===== src/nsht_pkg.sv =====
`timescale 1ns / 1ps
`default_nettype none

package nsht_pkg;

  // Field widths fixed by the item format
  localparam int COORD_W    = 32;             // Q16.16 coordinates and directions
  localparam int DP_W       = COORD_W + 1;    // start-point difference
  localparam int PROD_W     = 2 * COORD_W;    // cross-product terms
  localparam int THRESH_W   = 40;             // parallel threshold, Q8.32
  localparam int FRAC_OUT_W = 17;             // reported fraction

  localparam logic [THRESH_W-1:0] THRESH_RESET = 40'd429497;

  typedef logic signed [COORD_W-1:0] coord_t;

endpackage

`default_nettype wire


===== src/nsht_pair_if.sv =====
`timescale 1ns / 1ps
`default_nettype none

// Segment pair item: wall segment and moving segment
interface nsht_pair_if import nsht_pkg::*; ();
  logic   valid;
  logic   ready;
  logic   new_query;
  coord_t wall_start_x;
  coord_t wall_start_y;
  coord_t wall_dir_x;
  coord_t wall_dir_y;
  coord_t ray_start_x;
  coord_t ray_start_y;
  coord_t ray_dir_x;
  coord_t ray_dir_y;

  modport source (
    output valid, new_query, wall_start_x, wall_start_y, wall_dir_x, wall_dir_y,
           ray_start_x, ray_start_y, ray_dir_x, ray_dir_y,
    input  ready
  );

  modport sink (
    input  valid, new_query, wall_start_x, wall_start_y, wall_dir_x, wall_dir_y,
           ray_start_x, ray_start_y, ray_dir_x, ray_dir_y,
    output ready
  );
endinterface

`default_nettype wire


===== src/nsht_hit_if.sv =====
`timescale 1ns / 1ps
`default_nettype none

// Best-hit item
interface nsht_hit_if import nsht_pkg::*; ();
  logic                  valid;
  logic                  ready;
  logic                  hit_found;
  logic [FRAC_OUT_W-1:0] hit_fraction;
  coord_t                normal_x;
  coord_t                normal_y;

  modport source (
    output valid, hit_found, hit_fraction, normal_x, normal_y,
    input  ready
  );

  modport sink (
    input  valid, hit_found, hit_fraction, normal_x, normal_y,
    output ready
  );
endinterface

`default_nettype wire


===== src/nearest_segment_hit_tracker.sv =====
`timescale 1ns / 1ps
`default_nettype none

// Channel   Dir  Handshake        Payload
// pair      in   valid / ready    new_query, wall start/dir x,y, ray start/dir x,y
// hit       out  valid / ready    hit_found, hit_fraction, normal_x, normal_y
// cfg       in   cfg_we only      cfg_wdata (parallel threshold, Q8.32)
//
// One item at a time: bit-serial shift-add in S_MUL builds the four cross-product terms,
// S_DIFF, S_MAG and S_TEST form and test the denominator, the restoring divider in S_DIV
// yields FRACTION_BITS quotient bits, and S_NEAR, S_WALL and S_DONE finish; when v = 1 the
// divide is skipped, and on reject the test goes straight to S_DONE and the output register.
// The next item can be taken as soon as the result sits in the output register.
// rst (synchronous) clears the best hit and loads THRESH_RESET as threshold; a stalled hit item holds S_DONE.

module nearest_segment_hit_tracker import nsht_pkg::*; #(
  parameter int FRACTION_BITS = 16
) (
  input  logic                clk,
  input  logic                rst,
  nsht_pair_if.sink           pair,
  nsht_hit_if.source          hit,
  input  logic                cfg_we,
  input  logic [THRESH_W-1:0] cfg_wdata
);

  localparam int VQ_W  = FRACTION_BITS + 1;
  localparam int NUM_W = COORD_W + FRACTION_BITS + 2;
  localparam int CNT_W = $clog2(COORD_W);

  localparam logic [3:0] S_IDLE = 4'd0;
  localparam logic [3:0] S_MUL  = 4'd1;
  localparam logic [3:0] S_DIFF = 4'd2;
  localparam logic [3:0] S_MAG  = 4'd3;
  localparam logic [3:0] S_TEST = 4'd4;
  localparam logic [3:0] S_DIV  = 4'd5;
  localparam logic [3:0] S_NEAR = 4'd6;
  localparam logic [3:0] S_WALL = 4'd7;
  localparam logic [3:0] S_DONE = 4'd8;

  // Horner step, multiplier MSB first; the sign bit carries negative weight
  function automatic logic [PROD_W-1:0] mac_step(input logic [PROD_W-1:0] a,
                                                 input logic [PROD_W-1:0] m,
                                                 input logic b,
                                                 input logic neg);
    logic [PROD_W-1:0] t;
    t = b ? (m ^ {PROD_W{neg}}) : '0;
    return {a[PROD_W-2:0], 1'b0} + t + PROD_W'(b & neg);
  endfunction

  function automatic logic [COORD_W-1:0] abs32(input logic [COORD_W-1:0] x);
    return x[COORD_W-1] ? (~x + 1'b1) : x;
  endfunction

  logic [3:0]          state;
  logic [CNT_W-1:0]    cnt;
  logic [THRESH_W-1:0] thr;

  logic [COORD_W-1:0]  d1x, d1y, d2x, d2y;
  logic [DP_W-1:0]     dpx, dpy;
  logic [COORD_W-1:0]  mx, my;
  logic [PROD_W-1:0]   pa, pb, pc, pd;
  logic [PROD_W:0]     den_raw, nom_raw;
  logic [PROD_W-1:0]   den_mag, rem;
  logic                den_neg, nom_neg, axis_x, near;
  logic [VQ_W-1:0]     vq;
  logic [NUM_W-1:0]    acc, num;

  logic                best_valid;
  logic [VQ_W-1:0]     best_fraction;
  logic [COORD_W-1:0]  best_nx, best_ny;

  logic                  out_valid, out_found;
  logic [FRAC_OUT_W-1:0] out_frac;
  logic [COORD_W-1:0]    out_nx, out_ny;

  // Operand selection and sign extensions
  logic                   first, accept, load_out;
  logic [PROD_W-1:0]      m_d2x, m_d2y, m_dpx, m_dpy;
  logic [COORD_W-1:0]     d1sel, d2sel;
  logic [DP_W-1:0]        dpsel;
  logic [NUM_W-1:0]       d2_ext, dp_scaled, div_scaled;
  logic [PROD_W-1:0]      rem2;
  logic                   take, pass, wall_ok;
  logic [VQ_W+FRAC_OUT_W-1:0] frac_wide;

  assign accept   = pair.valid && pair.ready;
  assign first    = (cnt == CNT_W'(COORD_W - 1));
  assign load_out = (state == S_DONE) && (!out_valid || hit.ready);

  assign m_d2x = {{(PROD_W-COORD_W){d2x[COORD_W-1]}}, d2x};
  assign m_d2y = {{(PROD_W-COORD_W){d2y[COORD_W-1]}}, d2y};
  assign m_dpx = {{(PROD_W-DP_W){dpx[DP_W-1]}}, dpx};
  assign m_dpy = {{(PROD_W-DP_W){dpy[DP_W-1]}}, dpy};

  assign d1sel = axis_x ? d1x : d1y;
  assign d2sel = axis_x ? d2x : d2y;
  assign dpsel = axis_x ? dpx : dpy;

  assign d2_ext     = {{(NUM_W-COORD_W){d2sel[COORD_W-1]}}, d2sel};
  assign dp_scaled  = {{(NUM_W-DP_W){dpsel[DP_W-1]}}, dpsel} << FRACTION_BITS;
  assign div_scaled = {{(NUM_W-COORD_W){d1sel[COORD_W-1]}}, d1sel} << FRACTION_BITS;

  // Restoring divider step
  assign rem2 = {rem[PROD_W-2:0], 1'b0};
  assign take = (rem2 >= den_mag);

  // Denominator not parallel, 0 <= v <= 1
  assign pass = (den_mag > {{(PROD_W-THRESH_W){1'b0}}, thr})
             && ((rem == '0) || (nom_neg == den_neg))
             && (rem <= den_mag);

  // 0 <= u <= 1 on the chosen wall axis
  assign wall_ok = (d1sel != '0) &&
                   (d1sel[COORD_W-1] ?
                     (($signed(num) <= 0) && ($signed(num) >= $signed(div_scaled))) :
                     (($signed(num) >= 0) && ($signed(num) <= $signed(div_scaled))));

  assign frac_wide = {{FRAC_OUT_W{1'b0}}, best_fraction};

  // Sequencer and datapath
  always_ff @(posedge clk) begin
    if (rst) begin
      state         <= S_IDLE;
      thr           <= THRESH_RESET;
      best_valid    <= 1'b0;
      best_fraction <= '0;
      best_nx       <= '0;
      best_ny       <= '0;
      out_valid     <= 1'b0;
    end else begin
      if (cfg_we) begin
        thr <= cfg_wdata;
      end

      if (load_out) begin
        out_valid <= 1'b1;
      end else if (hit.ready) begin
        out_valid <= 1'b0;
      end

      case (state)
        S_IDLE: begin
          if (accept) begin
            d1x <= pair.wall_dir_x;
            d1y <= pair.wall_dir_y;
            d2x <= pair.ray_dir_x;
            d2y <= pair.ray_dir_y;
            mx  <= pair.wall_dir_x;
            my  <= pair.wall_dir_y;
            dpx <= {pair.ray_start_x[COORD_W-1], pair.ray_start_x}
                 - {pair.wall_start_x[COORD_W-1], pair.wall_start_x};
            dpy <= {pair.ray_start_y[COORD_W-1], pair.ray_start_y}
                 - {pair.wall_start_y[COORD_W-1], pair.wall_start_y};
            pa  <= '0;
            pb  <= '0;
            pc  <= '0;
            pd  <= '0;
            cnt <= CNT_W'(COORD_W - 1);
            if (pair.new_query) begin
              best_valid    <= 1'b0;
              best_fraction <= '0;
              best_nx       <= '0;
              best_ny       <= '0;
            end
            state <= S_MUL;
          end
        end

        // d2y*d1x, d2x*d1y, dpx*d1y, dpy*d1x, one multiplier bit a cycle
        S_MUL: begin
          pa <= mac_step(pa, m_d2y, mx[COORD_W-1], first);
          pb <= mac_step(pb, m_d2x, my[COORD_W-1], first);
          pc <= mac_step(pc, m_dpx, my[COORD_W-1], first);
          pd <= mac_step(pd, m_dpy, mx[COORD_W-1], first);
          mx <= {mx[COORD_W-2:0], 1'b0};
          my <= {my[COORD_W-2:0], 1'b0};
          if (cnt == '0) begin
            state <= S_DIFF;
          end else begin
            cnt <= cnt - 1'b1;
          end
        end

        S_DIFF: begin
          den_raw <= {pa[PROD_W-1], pa} - {pb[PROD_W-1], pb};
          nom_raw <= {pc[PROD_W-1], pc} - {pd[PROD_W-1], pd};
          axis_x  <= abs32(d1x) > abs32(d1y);
          state   <= S_MAG;
        end

        S_MAG: begin
          den_neg <= den_raw[PROD_W];
          nom_neg <= nom_raw[PROD_W];
          den_mag <= den_raw[PROD_W] ? (~den_raw[PROD_W-1:0] + 1'b1) : den_raw[PROD_W-1:0];
          rem     <= nom_raw[PROD_W] ? (~nom_raw[PROD_W-1:0] + 1'b1) : nom_raw[PROD_W-1:0];
          state   <= S_TEST;
        end

        S_TEST: begin
          if (!pass) begin
            state <= S_DONE;
          end else if (rem == den_mag) begin
            // v is exactly one
            vq    <= VQ_W'(1) << FRACTION_BITS;
            acc   <= d2_ext << FRACTION_BITS;
            state <= S_NEAR;
          end else begin
            vq    <= '0;
            acc   <= '0;
            cnt   <= CNT_W'(FRACTION_BITS - 1);
            state <= S_DIV;
          end
        end

        // One quotient bit a cycle; acc follows d2sel * vq alongside
        S_DIV: begin
          rem <= take ? (rem2 - den_mag) : rem2;
          vq  <= {vq[VQ_W-2:0], take};
          acc <= {acc[NUM_W-2:0], 1'b0} + (take ? d2_ext : '0);
          if (cnt == '0) begin
            state <= S_NEAR;
          end else begin
            cnt <= cnt - 1'b1;
          end
        end

        S_NEAR: begin
          near  <= !best_valid || (vq < best_fraction);
          num   <= dp_scaled + acc;
          state <= S_WALL;
        end

        S_WALL: begin
          if (near && wall_ok) begin
            best_valid    <= 1'b1;
            best_fraction <= vq;
            best_nx       <= ~d1y + 1'b1;
            best_ny       <= d1x;
          end
          state <= S_DONE;
        end

        S_DONE: begin
          if (load_out) begin
            out_found <= best_valid;
            out_frac  <= frac_wide[FRAC_OUT_W-1:0];
            out_nx    <= best_nx;
            out_ny    <= best_ny;
            state     <= S_IDLE;
          end
        end

        default: begin
          state <= S_IDLE;
        end
      endcase
    end
  end

  assign pair.ready       = (state == S_IDLE);
  assign hit.valid        = out_valid;
  assign hit.hit_found    = out_found;
  assign hit.hit_fraction = out_frac;
  assign hit.normal_x     = out_nx;
  assign hit.normal_y     = out_ny;

  // Divider remainder stays below the divisor
  a_div_rem: assert property (@(posedge clk) disable iff (rst)
    state == S_DIV |-> rem < den_mag)
    else $error("divider remainder not below divisor");

  // Stored fraction never above one
  a_best_frac: assert property (@(posedge clk) disable iff (rst)
    best_valid |-> best_fraction <= (VQ_W'(1) << FRACTION_BITS))
    else $error("best fraction above one");

  // No hit reports zero fraction and normal
  a_nohit_zero: assert property (@(posedge clk) disable iff (rst)
    hit.valid && !hit.hit_found |->
      hit.hit_fraction == '0 && hit.normal_x == '0 && hit.normal_y == '0)
    else $error("empty result carries data");

  // Accepted item starts the multiply at its top bit
  a_accept_mul: assert property (@(posedge clk) disable iff (rst)
    pair.valid && pair.ready |=> state == S_MUL && cnt == CNT_W'(COORD_W - 1))
    else $error("accepted item did not start multiply");

endmodule

`default_nettype wire

===== src/flat_wrapper.sv =====
// flat-port wrapper written by rule: the top's interface ports become plain ports
module nearest_segment_hit_tracker_flat import nsht_pkg::*;
#(
  parameter int FRACTION_BITS = 16
)
  (clk, rst, cfg_we, cfg_wdata, pair_valid, pair_new_query, pair_wall_start_x, pair_wall_start_y, pair_wall_dir_x, pair_wall_dir_y, pair_ray_start_x, pair_ray_start_y, pair_ray_dir_x, pair_ray_dir_y, pair_ready, hit_valid, hit_hit_found, hit_hit_fraction, hit_normal_x, hit_normal_y, hit_ready);
  nsht_pair_if pair_i ();
  nsht_hit_if hit_i ();
  input  logic clk;
  input  logic rst;
  input  logic cfg_we;
  input  logic [THRESH_W-1:0] cfg_wdata;
  input wire logic [$bits(pair_i.valid)-1:0] pair_valid;
  input wire logic [$bits(pair_i.new_query)-1:0] pair_new_query;
  input wire logic [$bits(pair_i.wall_start_x)-1:0] pair_wall_start_x;
  input wire logic [$bits(pair_i.wall_start_y)-1:0] pair_wall_start_y;
  input wire logic [$bits(pair_i.wall_dir_x)-1:0] pair_wall_dir_x;
  input wire logic [$bits(pair_i.wall_dir_y)-1:0] pair_wall_dir_y;
  input wire logic [$bits(pair_i.ray_start_x)-1:0] pair_ray_start_x;
  input wire logic [$bits(pair_i.ray_start_y)-1:0] pair_ray_start_y;
  input wire logic [$bits(pair_i.ray_dir_x)-1:0] pair_ray_dir_x;
  input wire logic [$bits(pair_i.ray_dir_y)-1:0] pair_ray_dir_y;
  output wire logic [$bits(pair_i.ready)-1:0] pair_ready;
  output wire logic [$bits(hit_i.valid)-1:0] hit_valid;
  output wire logic [$bits(hit_i.hit_found)-1:0] hit_hit_found;
  output wire logic [$bits(hit_i.hit_fraction)-1:0] hit_hit_fraction;
  output wire logic [$bits(hit_i.normal_x)-1:0] hit_normal_x;
  output wire logic [$bits(hit_i.normal_y)-1:0] hit_normal_y;
  input wire logic [$bits(hit_i.ready)-1:0] hit_ready;
  assign pair_i.valid = pair_valid;
  assign pair_i.new_query = pair_new_query;
  assign pair_i.wall_start_x = pair_wall_start_x;
  assign pair_i.wall_start_y = pair_wall_start_y;
  assign pair_i.wall_dir_x = pair_wall_dir_x;
  assign pair_i.wall_dir_y = pair_wall_dir_y;
  assign pair_i.ray_start_x = pair_ray_start_x;
  assign pair_i.ray_start_y = pair_ray_start_y;
  assign pair_i.ray_dir_x = pair_ray_dir_x;
  assign pair_i.ray_dir_y = pair_ray_dir_y;
  assign pair_ready = pair_i.ready;
  assign hit_valid = hit_i.valid;
  assign hit_hit_found = hit_i.hit_found;
  assign hit_hit_fraction = hit_i.hit_fraction;
  assign hit_normal_x = hit_i.normal_x;
  assign hit_normal_y = hit_i.normal_y;
  assign hit_i.ready = hit_ready;
  nearest_segment_hit_tracker #(.FRACTION_BITS(FRACTION_BITS)) u_core (.clk(clk), .rst(rst), .pair(pair_i), .hit(hit_i), .cfg_we(cfg_we), .cfg_wdata(cfg_wdata));
endmodule

===== config.mk =====
export PLATFORM = sky130hd
export DESIGN_NAME = nearest_segment_hit_tracker_flat
export DESIGN_NICKNAME = d
export VERILOG_FILES = /design/src/nsht_pkg.sv /design/src/nsht_pair_if.sv /design/src/nsht_hit_if.sv /design/src/nearest_segment_hit_tracker.sv /design/src/flat_wrapper.sv
export SDC_FILE = /design/constraint.sdc
export NUM_CORES = 2
export LEC_CHECK = 0
export BUFFER_PORTS_ARGS = -buffer_cell sky130_fd_sc_hd__buf_2
export CORE_MARGIN = 1
export CORE_UTILIZATION = 45
export DETAILED_ROUTE_END_ITERATION = 16
export SYNTH_ARGS = -nofsm -noshare
export SYNTH_HDL_FRONTEND = slang
export SYNTH_SLANG_ARGS = --single-unit

===== constraint.sdc =====
create_clock -name clk -period 20.7 [get_ports clk]
set_input_delay 2.07 -clock clk [delete_from_list [all_inputs] [get_ports clk]]
set_output_delay 2.07 -clock clk [all_outputs]
set_load 0.01 [all_outputs]

# --- Word-level counts from Yosys, hierarchy flattened ---
# Index checks and enable logic that the tools add are counted.
word_totals:
  output_inout_bits: 84
  register_bits: 1107
op_classes:
  addsub: 20
  n_mux: 58
  bitwise: 11
  eq_ne: 20
  reduce_logical: 35
  n_lt_le_gt_ge: 9
op_table:
  columns: ["operator", "n"]
  rows:
  - ["64-bit one-hot mux with 2 select lines", 5]
  - ["64-bit adder", 8]
  - ["64-bit two-way mux", 8]
  - ["32-bit two-way mux", 10]
  - ["32-bit one-hot mux with 2 select lines", 4]
  - ["64-bit XOR", 4]
  - ["50-bit two-way mux", 3]
  - ["64-bit by 64-bit subtractor with 65-bit output", 2]
  - ["64-bit by 1-bit adder with 64-bit output, second input constant", 2]
  - ["64-bit NOT", 2]
  - ["50-bit adder", 2]
  - ["50-bit one-hot mux with 2 select lines", 1]
  - ["17-bit two-way mux", 5]
  - ["17-bit one-hot mux with 2 select lines", 2]
  - ["32-bit by 32-bit subtractor with 33-bit output", 2]
  - ["32-bit by 1-bit adder with 32-bit output, second input constant", 2]
  - ["64-bit equality test", 1]
  - ["64-bit >= comparator", 1]
  - ["64-bit by 40-bit greater-than comparator with 1-bit output", 1]
  - ["64-bit <= comparator", 1]
  - ["64-bit logical NOT", 1]
  - ["32-bit NOT", 2]
  - ["64-bit subtractor", 1]
  - ["50-bit by 1-bit >= comparator with 1-bit output, second input constant", 1]
  - ["other kinds (37)", 82]

# --- Longest topological paths before layout ---
depth:
  depth_word: 8
  ltp_mapped: 31

# --- Worst setup path after synthesis ---
# OpenSTA, ideal clock, no wires.
synth_path:
  path_kind: "input-to-reg"
  startpoint: "in pair_valid"
  endpoint: "reg u_core.mx[0] (enable)"
  arrival_ns: 15.965
  setup_slack_ns: 3.728
  path_stages: 4
  setup_ns: 1.008
  path_buffers: 2
  required_ns: 19.692
  cell_sequence: "clkbuf_1 > clkbuf_1 > o21ai_0 > nor2_1"
synth_between:
  elab_chain_cells: 3
synth_lines:
  columns: ["item", "line", "rtl"]
  rows:
  - ["start: declaration", "flat_wrapper.sv:13", "input wire logic [$bits(pair_i.valid)-1:0] pair_valid;"]
  - ["1-bit logical AND", "nearest_segment_hit_tracker.sv:87", "assign accept = pair.valid && pair.ready;"]
  - ["2-bit inequality test (no source line)", null, null]
  - ["3-bit AND reduction (no source line)", null, null]
  - ["end signal: assignment", "nearest_segment_hit_tracker.sv:149", "mx <= pair.wall_dir_x;"]
  - ["end signal: assignment", "nearest_segment_hit_tracker.sv:176", "mx <= {mx[COORD_W-2:0], 1'b0};"]
  - ["end: declaration", "nearest_segment_hit_tracker.sv:61", "logic [COORD_W-1:0] mx, my;"]
# No other way between the ends.
# A chain may end at the register's enable or synchronous reset.

# --- Final worst setup path ---
layout_path:
  startpoint: "reg u_core.rem[4]"
  endpoint: "reg u_core.acc[37], data pin"
layout_between:
  elab_chain_cells: 4
  word_cells_on_any_way: 7
layout_lines:
  columns: ["item", "line", "rtl"]
  rows:
  - ["start: declaration", "nearest_segment_hit_tracker.sv:64", "logic [PROD_W-1:0] den_mag, rem;"]
  - ["start signal: assignment", "nearest_segment_hit_tracker.sv:196", "rem <= nom_raw[PROD_W] ? (~nom_raw[PROD_W-1:0] + 1'b1) : nom_raw[PROD_W-1:0];"]
  - ["start signal: assignment", "nearest_segment_hit_tracker.sv:218", "rem <= take ? (rem2 - den_mag) : rem2;"]
  - ["64-bit >= comparator or 64-bit equality test (tied branches)", "nearest_segment_hit_tracker.sv:106, nearest_segment_hit_tracker.sv:203", null]
  - ["50-bit two-way mux, on equally long branches", "nearest_segment_hit_tracker.sv:220, nearest_segment_hit_tracker.sv:203", null]
  - ["50-bit adder or 50-bit two-way mux (tied branches)", "nearest_segment_hit_tracker.sv:220, nearest_segment_hit_tracker.sv:201", null]
  - ["50-bit one-hot mux with 2 select lines *", "nearest_segment_hit_tracker.sv:142", "case (state)"]
  - ["end signal: assignment", "nearest_segment_hit_tracker.sv:206", "acc <= d2_ext << FRACTION_BITS;"]
  - ["end signal: assignment", "nearest_segment_hit_tracker.sv:220", "acc <= {acc[NUM_W-2:0], 1'b0} + (take ? d2_ext : '0);"]
  - ["end: declaration", "nearest_segment_hit_tracker.sv:67", "logic [NUM_W-1:0] acc, num;"]
# Every way passes the cells marked *; elsewhere a longest branch is shown, timed or not. The select of a mux whose other input is x is not followed.

==> report_table.html <==
<table>
<tr><th>Metric</th><th>Value</th></tr>
<tr><th colspan="2">Synthesis</th></tr>
<tr><td>Cell types occupying the most area after synthesis</td><td>sky130_fd_sc_hd__edfxtp_1 36%, sky130_fd_sc_hd__ha_1 12%, sky130_fd_sc_hd__xnor2_1 6.0%</td></tr>
<tr><td>Cell accounting for the most synthesized area</td><td>sky130_fd_sc_hd__edfxtp_1</td></tr>
<tr><td>Yosys reg bits</td><td>1,107</td></tr>
<tr><td>Share of the yosys chip area belonging to registers</td><td>39.2%</td></tr>
<tr><td>Post-synthesis cell type count</td><td>93</td></tr>
<tr><td>Cell Area, Synth</td><td>0.0816 mm^2</td></tr>
<tr><td>Most common cell in the netlist</td><td>sky130_fd_sc_hd__edfxtp_1</td></tr>
<tr><td>Prevailing post-synth register cell</td><td>sky130_fd_sc_hd__edfxtp_1</td></tr>
<tr><td>Post-synth ARST share</td><td>0%</td></tr>
<tr><td>Mapped Nets</td><td>9,645</td></tr>
<tr><td>Post-Synthesis Mean Instance Area</td><td>9.52 um^2</td></tr>
<tr><td>Number of instances in the synthesized netlist</td><td>8,571</td></tr>
<tr><td>Number of flops mapped to enable cells by yosys</td><td>980</td></tr>
<tr><td>Post-synth top area share</td><td>36.1%</td></tr>
<tr><td>Yosys warns</td><td>0</td></tr>
<tr><td>Most common library cells after synthesis</td><td>980 x sky130_fd_sc_hd__edfxtp_1, 761 x sky130_fd_sc_hd__ha_1, 720 x sky130_fd_sc_hd__nor2_1</td></tr>
<tr><th colspan="2">Critical path</th></tr>
<tr><td>WS Path Type</td><td>flop to flop</td></tr>
<tr><td>Largest driver fanout on the critical path</td><td>39</td></tr>
<tr><td>Element type at the critical path end</td><td>flop</td></tr>
<tr><td>Crit path max-delay cell type</td><td>sky130_fd_sc_hd__or3b_2</td></tr>
<tr><td>Cell repeated most along the worst path</td><td>sky130_fd_sc_hd__nor2_1</td></tr>
<tr><td>Required arrival time at the worst endpoint</td><td>21,220 ps</td></tr>
<tr><td>Longest individual stage delay on the worst path</td><td>570 ps</td></tr>
<tr><td>Sort of element at the start of the critical path</td><td>flop</td></tr>
<tr><td>Worst endpoint data arrival time</td><td>7830 ps</td></tr>
<tr><th colspan="2">STA</th></tr>
<tr><td>Final worst path period share</td><td>35.3%</td></tr>
<tr><td>Setup total negative slack</td><td>0 ps</td></tr>
<tr><td>Final Hold Viols</td><td>0</td></tr>
<tr><td>Max-slew violation count</td><td>0</td></tr>
<tr><td>RSZ-0062 raised after global routing</td><td>no</td></tr>
<tr><td>Highest clock frequency the design can meet</td><td>0.137 GHz</td></tr>
<tr><td>Max-Slew Margin vs Limit</td><td>18.9%</td></tr>
<tr><td>Slew of the pin with the lowest slew margin</td><td>1180 ps</td></tr>
<tr><td>Post-route clock skew</td><td>53.3 ps</td></tr>
<tr><td>Time the worst path needs with I/O delays and setup</td><td>7310 ps</td></tr>
<tr><td>Final count of negative-setup-slack endpoints</td><td>0</td></tr>
<tr><td>Final worst-path setup slack</td><td>13,390 ps</td></tr>
<tr><th colspan="2">Die</th></tr>
<tr><td>Initial core utilization</td><td>45.5%</td></tr>
<tr><td>Core region area</td><td>0.179 mm^2</td></tr>
<tr><td>Number of I/O pins</td><td>386</td></tr>
<tr><td>DIE HEIGHT</td><td>428 um</td></tr>
<tr><td>Width of the chip</td><td>428 um</td></tr>
<tr><td>Number of rows created at floorplan</td><td>155</td></tr>
<tr><td>Die footprint</td><td>0.183 mm^2</td></tr>
<tr><th colspan="2">Power and ir drop</th></tr>
<tr><td>Total Power Consumption</td><td>7.30 mW</td></tr>
<tr><td>PD cells</td><td>80.6 mW/mm^2</td></tr>
<tr><td>Clock Power Share</td><td>33.8%</td></tr>
<tr><td>Switch share</td><td>32.8%</td></tr>
<tr><td>Internal power consumption</td><td>4.90 mW</td></tr>
<tr><td>Leakage dissipation</td><td>38.0 nW</td></tr>
<tr><td>Worst ir drop on vdd</td><td>0.0749 mV</td></tr>
<tr><td>Gate power share</td><td>28.5%</td></tr>
<tr><td>Seq pwr share</td><td>37.7%</td></tr>
<tr><td>Reported net switching power</td><td>2.39 mW</td></tr>
<tr><th colspan="2">Placed design</th></tr>
<tr><td>Global placer's final weighted congestion</td><td>0.993</td></tr>
<tr><td>Placement-stage cell area</td><td>0.0858 mm^2</td></tr>
<tr><td>Post-DP HPWL</td><td>204 mm</td></tr>
<tr><td>Worst slack at placement</td><td>13,570 ps</td></tr>
<tr><td>Buffers added on ports</td><td>385</td></tr>
<tr><th colspan="2">Drt</th></tr>
<tr><td>Number of violations reported at the end of detailed-routing iteration 0</td><td>5,986</td></tr>
<tr><td>Total vias in the final route</td><td>66,300</td></tr>
<tr><td>DRT antenna net count</td><td>0</td></tr>
<tr><td>Vias per inst</td><td>5.86</td></tr>
<tr><td>Detailed-router iteration count before antenna repair</td><td>7</td></tr>
<tr><td>Detail-routed net length per standard cell</td><td>22.9 um</td></tr>
<tr><td>Final routed DRC violation total</td><td>0</td></tr>
<tr><td>Routed wire length</td><td>259 mm</td></tr>
<tr><th colspan="2">GRT</th></tr>
<tr><td>Largest net degree at the start of global routing</td><td>140</td></tr>
<tr><td>Global-route wire length before repair</td><td>387 mm</td></tr>
<tr><td>Routing usage on met3</td><td>3.73%</td></tr>
<tr><td>Total routing resource utilization after global routing</td><td>27.6%</td></tr>
<tr><td>Number of antenna violations at the first check in global routing</td><td>24</td></tr>
<tr><td>Aggregate global routing overflow</td><td>0</td></tr>
<tr><td>Met2 usage in global routing</td><td>43.7%</td></tr>
<tr><td>Routing layer with the top usage in global route</td><td>met2</td></tr>
<tr><td>Met1 Track Usage GR</td><td>39.0%</td></tr>
<tr><td>Vias in the first global route</td><td>62,900</td></tr>
<tr><th colspan="2">Clock network</th></tr>
<tr><td>Setup bufs post-CTS</td><td>0</td></tr>
<tr><td>Hold-fix buffers at CTS</td><td>0</td></tr>
<tr><td>CTS tree</td><td>done</td></tr>
<tr><td>Longest Clk Path Bufs</td><td>3</td></tr>
<tr><td>CTS clock-pin slew for the worst setup and hold paths</td><td>60 ps</td></tr>
<tr><td>Source-to-sink clock delay at the later pin of the worst-skew pair</td><td>820 ps</td></tr>
<tr><td>Clock H-tree levels</td><td>4</td></tr>
<tr><td>Number of instances resized during post-cts repair</td><td>0</td></tr>
<tr><td>Root buffer cell</td><td>sky130_fd_sc_hd__clkbuf_16</td></tr>
<tr><td>Cts bufs inserted</td><td>135</td></tr>
<tr><td>Clock sink count</td><td>1,107</td></tr>
<tr><th colspan="2">Worst hold path</th></tr>
<tr><td>Tightest Hold Check Type</td><td>flop to flop</td></tr>
<tr><th colspan="2">Layout</th></tr>
<tr><td>Layout cells sized above 1</td><td>8.68%</td></tr>
<tr><td>Area growth from synthesis to final layout</td><td>10.9%</td></tr>
<tr><td>Post-route cell area</td><td>0.0905 mm^2</td></tr>
<tr><td>Number of nets in the final layout</td><td>9,918</td></tr>
<tr><td>Finished Core Util</td><td>50.5%</td></tr>
<tr><td>Number of filler instances in the final layout</td><td>16,700</td></tr>
<tr><th colspan="2">Run status</th></tr>
<tr><td>Outcome</td><td>finished clean</td></tr>
<tr><th colspan="2">Run</th></tr>
<tr><td>Number of maximum-capacitance constraint violations</td><td>0</td></tr>
</table>
[layout make-up]
| cell class | count | area [um^2] | share of cell area (%) |
|---|---|---|---|
| Clock buffer | 161 | 3590 | 3.97 |
| Clock inverter | 83 | 1030 | 1.14 |
| Multi-Input combinational cell | 6688 | 46800 | 51.7 |
| Tap cell | 2355 | 2950 | 3.26 |
| Timing Repair Buffer | 432 | 2320 | 2.56 |
| Inverter | 480 | 1800 | 1.99 |
| Antenna cell | 12 | 30.0 | 0.0332 |
| Sequential cell | 1107 | 32000 | 35.3 |
[worst max-delay path: cells and delay by family, from the launching register on]
family / cells / cell delay, ps
flops: 1 / 450
fa+ha+maj: 3 / 820
xor+xnor: 1 / 170
compound gates: 13 / 3680
simple gates: 7 / 1770
buf+inv: 1 / 70
[cells by family (layout without fill, tap and decap cells)]
family	Yosys count	count (layout)	synth area share (%)
buf+inv	776	1156	3.60
xor+xnor	840	840	9.04
flops	1107	1107	39.2
compound gates	2261	2261	17.9
mux	188	188	2.36
other cells	0	12	0
fa+ha+maj	772	772	11.9
simple gates	2627	2627	16.0
[power groups by stage]
stage / registers (mW) / logic [mW] / clock network [mW]
2_1_floorplan: 2.78 / 1.54 / 0
3_3_place_gp: 2.79 / 2.04 / 0
3_5_place_dp: 2.79 / 2.05 / 0
4_1_cts: 2.75 / 2.07 / 2.51
5_1_grt: 2.76 / 2.30 / 2.59
6_report: 2.75 / 2.08 / 2.47
[placed cells by master (no fill, tap or decap), types with 138 or more instances in the layout]
| cell | instances |
|---|---|
| sky130_fd_sc_hd__edfxtp_1 | 980 |
| sky130_fd_sc_hd__ha_1 | 761 |
| sky130_fd_sc_hd__nor2_1 | 715 |
| sky130_fd_sc_hd__a21oi_1 | 640 |
| sky130_fd_sc_hd__nand2_1 | 614 |
| sky130_fd_sc_hd__xnor2_1 | 560 |
| sky130_fd_sc_hd__inv_1 | 480 |
| sky130_fd_sc_hd__a21o_1 | 433 |
| sky130_fd_sc_hd__o21ai_0 | 396 |
| sky130_fd_sc_hd__buf_2 | 384 |
| sky130_fd_sc_hd__xor2_1 | 279 |
| sky130_fd_sc_hd__and2_1 | 216 |
| sky130_fd_sc_hd__nand3_1 | 167 |
| sky130_fd_sc_hd__nand2b_1 | 157 |
| sky130_fd_sc_hd__mux2i_1 | 152 |
| sky130_fd_sc_hd__nand4_1 | 142 |
| sky130_fd_sc_hd__clkbuf_16 | 138 |
[final timing paths]
| check | endpoint | startpoint | slack [ps] | depth (start not counted) |
|---|---|---|---|---|
| setup / recovery | u_core.acc[37]$_DFFE_PP_ | u_core.rem[4]$_DFFE_PP_ | 13390 | 25 |
| hold / removal | u_core.hit.normal_y[1]$_DFFE_PP_ | u_core.best_ny[1]$_SDFFE_PP0P_ | 410 | 0 |
| setup reg to reg | u_core.acc[37]$_DFFE_PP_ | u_core.rem[4]$_DFFE_PP_ | 13390 | 25 |
| hold reg to reg | u_core.hit.normal_y[1]$_DFFE_PP_ | u_core.best_ny[1]$_SDFFE_PP0P_ | 410 | 0 |
[through the flow]
step	hold WS, ps	cells
after floorplan	400	8571
after global placement	408	11100
after detailed placement	407	11100
after CTS	416	11300
after global routing	423	11300
final	414	11300
[layer usage]
layer  vias up  wire length, um
met5         -               34
met1     31900           120000
met4         6             7240
met2      2074           117000
met3       331            15300
li1      32000                -
[registers in the layout (all words and copies together) (netlist names), 33 cells and up]
name	flops
u_core.acc	50
u_core.dpy	33
u_core.num	50
u_core.pd	64
u_core.pb	64
u_core.pc	64
u_core.den_mag	64
u_core.nom_raw	65
u_core.pa	64
u_core.thr	40
u_core.den_raw	65
u_core.rem	64
u_core.dpx	33
(Power assumes the default switching activity.)
